==> config.mk <==
export PLATFORM = sky130hd
export DESIGN_NAME = bfa_pick
export DESIGN_NICKNAME = d
export VERILOG_FILES = /design/src/sv/bfa_pkg.sv /design/src/sv/bfa_pick.sv
export SDC_FILE = /design/constraint.sdc
export NUM_CORES = 1
export LEC_CHECK = 0
export BUFFER_PORTS_ARGS = -buffer_cell sky130_fd_sc_hd__buf_2
export CORE_MARGIN = 10
export CORE_UTILIZATION = 25
export DETAILED_ROUTE_END_ITERATION = 7
export PLACE_DENSITY = 0.6
export SYNTH_ARGS = -nofsm -noshare
export SYNTH_HDL_FRONTEND = slang
export SYNTH_SLANG_ARGS = --single-unit
==> constraint.sdc <==
create_clock -name vclk -period 3.8
set_clock_uncertainty 0.2 [all_clocks]
set_input_delay 0.38 -clock vclk [all_inputs]
set_output_delay 0.38 -clock vclk [all_outputs]
set_load 0.02 [all_outputs]
==> src/sv/bfa_pkg.sv <==
`timescale 1ns / 1ps
`default_nettype none
// ----------------------------------------------------------------------------
// bfa_pkg
// Shared types and codes for the bitmap first-fit allocator.
// ----------------------------------------------------------------------------
package bfa_pkg;

  localparam int WORD_W      = 32;
  localparam int RESULT_CAP  = 12;

  // Input selector codes
  typedef enum logic [1:0] {
    FUNC_LOAD  = 2'd0,
    FUNC_READ  = 2'd1,
    FUNC_ALLOC = 2'd2,
    FUNC_NONE  = 2'd3
  } func_t;

  // Result status codes
  typedef enum logic [1:0] {
    STAT_OK     = 2'd0,
    STAT_EMPTY  = 2'd1,
    STAT_OVER   = 2'd2,
    STAT_NOFREE = 2'd3
  } status_t;

  // Configuration register indexes
  typedef enum logic [1:0] {
    CFG_BITS_IN_USE = 2'd0,
    CFG_BASE_OFFSET = 2'd1,
    CFG_SKIP_FIRST  = 2'd2,
    CFG_UNUSED      = 2'd3
  } cfg_idx_t;

  typedef enum logic [3:0] {
    ST_CLEAR,
    ST_IDLE,
    ST_RD_OUT,
    ST_STAT_OUT,
    ST_FETCH,
    ST_LOAD,
    ST_PICK,
    ST_CM_RD,
    ST_CM_WR,
    ST_EMIT
  } state_t;

  // Lowest-set-bit pick on one map word
  typedef struct packed {
    logic              hit;
    logic [4:0]        pos;
    logic [WORD_W-1:0] rest;
  } pick_t;

endpackage : bfa_pkg
`default_nettype wire

==> src/sv/bfa_pick.sv <==
`timescale 1ns / 1ps
`default_nettype none
// ----------------------------------------------------------------------------
// bfa_pick
// Find the lowest set bit of a candidate word and return the word without it.
// ----------------------------------------------------------------------------
module bfa_pick
  import bfa_pkg::*;
(
  input  wire logic [WORD_W-1:0] cand,
  output pick_t                  res
);

  logic [4:0] pos;

  always_comb begin
    pos = 5'd0;
    for (int i = WORD_W - 1; i >= 0; i--) begin
      if (cand[i]) begin
        pos = 5'(i);
      end
    end
  end

  assign res.hit  = |cand;
  assign res.pos  = pos;
  assign res.rest = cand & (cand - WORD_W'(1));

endmodule : bfa_pick
`default_nettype wire

* After elaboration in Yosys (flattened, before gate mapping)
Cells that the tools add are included.
** Cells by class
- Mux-type cells :: 32
- Reductions and logical operators :: 1
- Add/sub/neg operators :: 1
- Bitwise logic cells :: 1
** Operators by type and width (count)
- $mux W5 :: 32
- $and A32 B32 Y32 :: 1
- $reduce_or A32 Y1 :: 1
- $sub A32 B1 Y32 const B :: 1
** Word-level totals
- Word-level logic and storage cells :: 35
- Flip-flop bits (word level) :: 0
- Input bits :: 32
- Output and inout bits :: 38

* Longest topological paths before layout
- Word-level depth :: 32
- Gate-level depth with buffers :: 6
- Mapped depth without buffers :: 5

* Least setup slack after synthesis
OpenSTA, ideal clock, no wires.
- Path type :: input to output
- Start point :: in cand[24]
- End point :: out res[34] (netlist name)
- Required time :: 3.220 ns
- Path buffers :: 1
- Arrival :: 1.789 ns
- Path slack :: 1.431 ns
- Cell stages on the path :: 6
- Cell sequence :: or4_1 clkbuf_1 o211ai_1 a21o_1 nand2_1 a31oi_1
** RTL lines
- from (decl) :: line bfa_pick.sv:10 : input wire logic [WORD_W-1:0] cand,
- to (decl) :: line bfa_pick.sv:11 : output pick_t res

==> reports/results.tsv <==
stage	metric	value	unit
run_status	status	completed	
logic_synthesis	synth_fa_ha_area_share	0	%
timing	rsz0062_at_grt	false	
finish	n_clock_buffer	0	
setup_path	timing.critical_path.max_delay_family	simple AND/OR/NAND/NOR gates	
grt	grt.met2_usage	21.8	%
logic_synthesis	syn-instance-count	108	
timing	fin_crit	2750	ps
detailed_routing	initialDrtViolationCount	57	
logic_synthesis	synth_xor_area_share	0	%
finish	drive_above_1_share	42.3	%
logic_synthesis	synth.area.mux_share	0	%
detailed_routing	vias	1093	
timing	tightest_slew	554	ps
setup_path	path_buf_inv	2	
grt	grt_busiest_layer	met2	
timing	slew-limit-headroom	62.7	%
clock_tree	cts_setup_buffers	0	
finish	nNetsFinal	209	
job	cap_viol_max_count	0	
setup_path	cpMostUsedCell	buf_2	
timing	hold_violations	0	
power	ir_worst_vdd	0.0506	mV
grt	grt_antenna_before_repair	0	
placement	dp_hpwl	2780	microns
logic_synthesis	synth.top_cells.by_count	nor2_1, a21oi_1, inv_1, o21a_1, and2_1	
setup_path	crit_path_end_kind	primary output	
floorplan	core-area	0.00254	sq mm
timing	setup_viol	0	
logic_synthesis	synth_area_leaders	nor2_1, o21a_1, o41a_1, o31a_1, a21oi_1	
setup_path	cp_max_fo	7	
logic_synthesis	yosys.cell_types.count	37	
detailed_routing	finalWirelength	3210	microns
clock_tree	ctsResizeCount	0	
placement	portBuffers	69	
setup_path	critPathArrivalTime	2170	ps
timing	clock.fmax	363	MHz
finish	area_growth	54.0	%
logic_synthesis	synth_compound_area_share	48.4	%
logic_synthesis	synth_top_family_by_area	compound AO/OA/AOI/OAI gates	
setup_path	start_kind	primary input	
grt	grt_overflow	0	
grt	grt.total_usage	11.2	%
grt	grtUsageMet3	2.18	%
floorplan	initial_utilization	27.0	%
logic_synthesis	yosysMostFrequentCell	nor2_1	
logic_synthesis	syn_nets	140	
finish	design.seq.count	0	
logic_synthesis	synth_area_per_cell	6.37	sq um
placement	gp_congestion	0.823	
grt	grt_max_degree	9	
grt	grt_pass1_wl	5090	microns
detailed_routing	drcViolationCount	0	
logic_synthesis	syn_area	688	sq um
setup_path	max_stage_delay	430	ps
logic_synthesis	yosys_warnings	0	
floorplan	die_x	72.5	microns
logic_synthesis	yosys.area.top_type	nor2_1	
finish	regArea	0	sq um
setup_path	path_class	in2out	
placement	dp.cells	205	
timing	fin_setup_tns	0	ps
setup_path	cp_cell_sequence	buf_2, nor4_4, nand3_4, nor3_4, nand2_2, o41a_1, buf_2	
grt	grt_pass1_vias	1084	
grt	use_met1	12.6	%
floorplan	num_rows	18	
setup_path	cp_data_required_time	3220	ps
min_path	hold_path_class	in2out	
floorplan	die-area	0.00525	sq mm
floorplan	io_pins	70	
power	p_leak	0.487	nW
timing	final_max_slew_viol_count	0	
finish	fin_cells	205	
finish	diodes	0	
timing	period_share	72.4	%
detailed_routing	avgViaCountPerCell	5.33	
setup_path	slowest_stage	nor4_4	
logic_synthesis	synth_simple_gate_area_share	45.6	%
logic_synthesis	synth_top_area_share	9.27	%
detailed_routing	ant_nets	0	
logic_synthesis	yosysSeqAreaShare	0	%
detailed_routing	drt_first_pass_iters	4	
power	p_per_area	111	mW/mm^2
clock_tree	hold_buffers	0	
floorplan	die_y	72.5	microns
detailed_routing	routedWlPerCell	15.6	microns
-- metal layers --
layer	part of all wire (%)	vias to the layer above	wire length, microns
li1	-	559	-
met1	40	507	1300
met2	54	25	1720
met3	5.4	2	173
met4	0.44	0	14
met5	0	-	0
-- through the flow --
stage          total power (W)  setup slack [ps]  area [sq um]  util, %  hold WS [ps]
6_report              0.000118              1050          1060     41.6           906
5_1_grt               0.000129               868          1060     41.6           931
4_1_cts               0.000118              1050          1060     41.6           905
3_5_place_dp          0.000118              1060          1060     41.6           904
3_3_place_gp          0.000117              1120          1060     41.6           900
2_1_floorplan        0.0000604              1430           688        -           642
-- path summary, 6_finish.rpt --
check | from | end | slack [ps] | cells past startpoint
hold / removal | cand[7] | res[7] | 910 | 4
setup / recovery | cand[4] | res[27] | 1050 | 7
-- cell type report --
cell class	count	area (sq um)
fill	275	1490
multi-input combinational	99	651
timing repair buffer	69	345
tap	30	37.5
inverter	7	26.3
-- logic make-up after synthesis --
kind of cell | Yosys count
and+or+nand+nor | 54
AOI/OAI and AO/OA | 44
buffers and inverters | 9
other | 1
-- report_power, final --
group / internal, W / switching [W]
registers: 0 / 0
logic: 0.0000426 / 0.0000752
clock network: 0 / 0
total: 0.0000426 / 0.0000752
-- cell usage in the layout, fill, tap and decap left out, types with 3 or more instances in the layout --
master | netlist | final
inv_1 | 7 | 7
o21a_1 | 7 | 7
a21oi_1 | 8 | 8
o21ai_0 | 3 | 3
nor3_1 | 5 | 5
and2_1 | 6 | 6
nor4_1 | 4 | 4
o31a_1 | 5 | 5
nor2_1 | 17 | 17
o41a_1 | 4 | 4
nand2_1 | 5 | 5
a21boi_0 | 3 | 3
buf_2 | 0 | 69
or3_1 | 3 | 3
No activity file was read; power rests on OpenSTA's default activity.
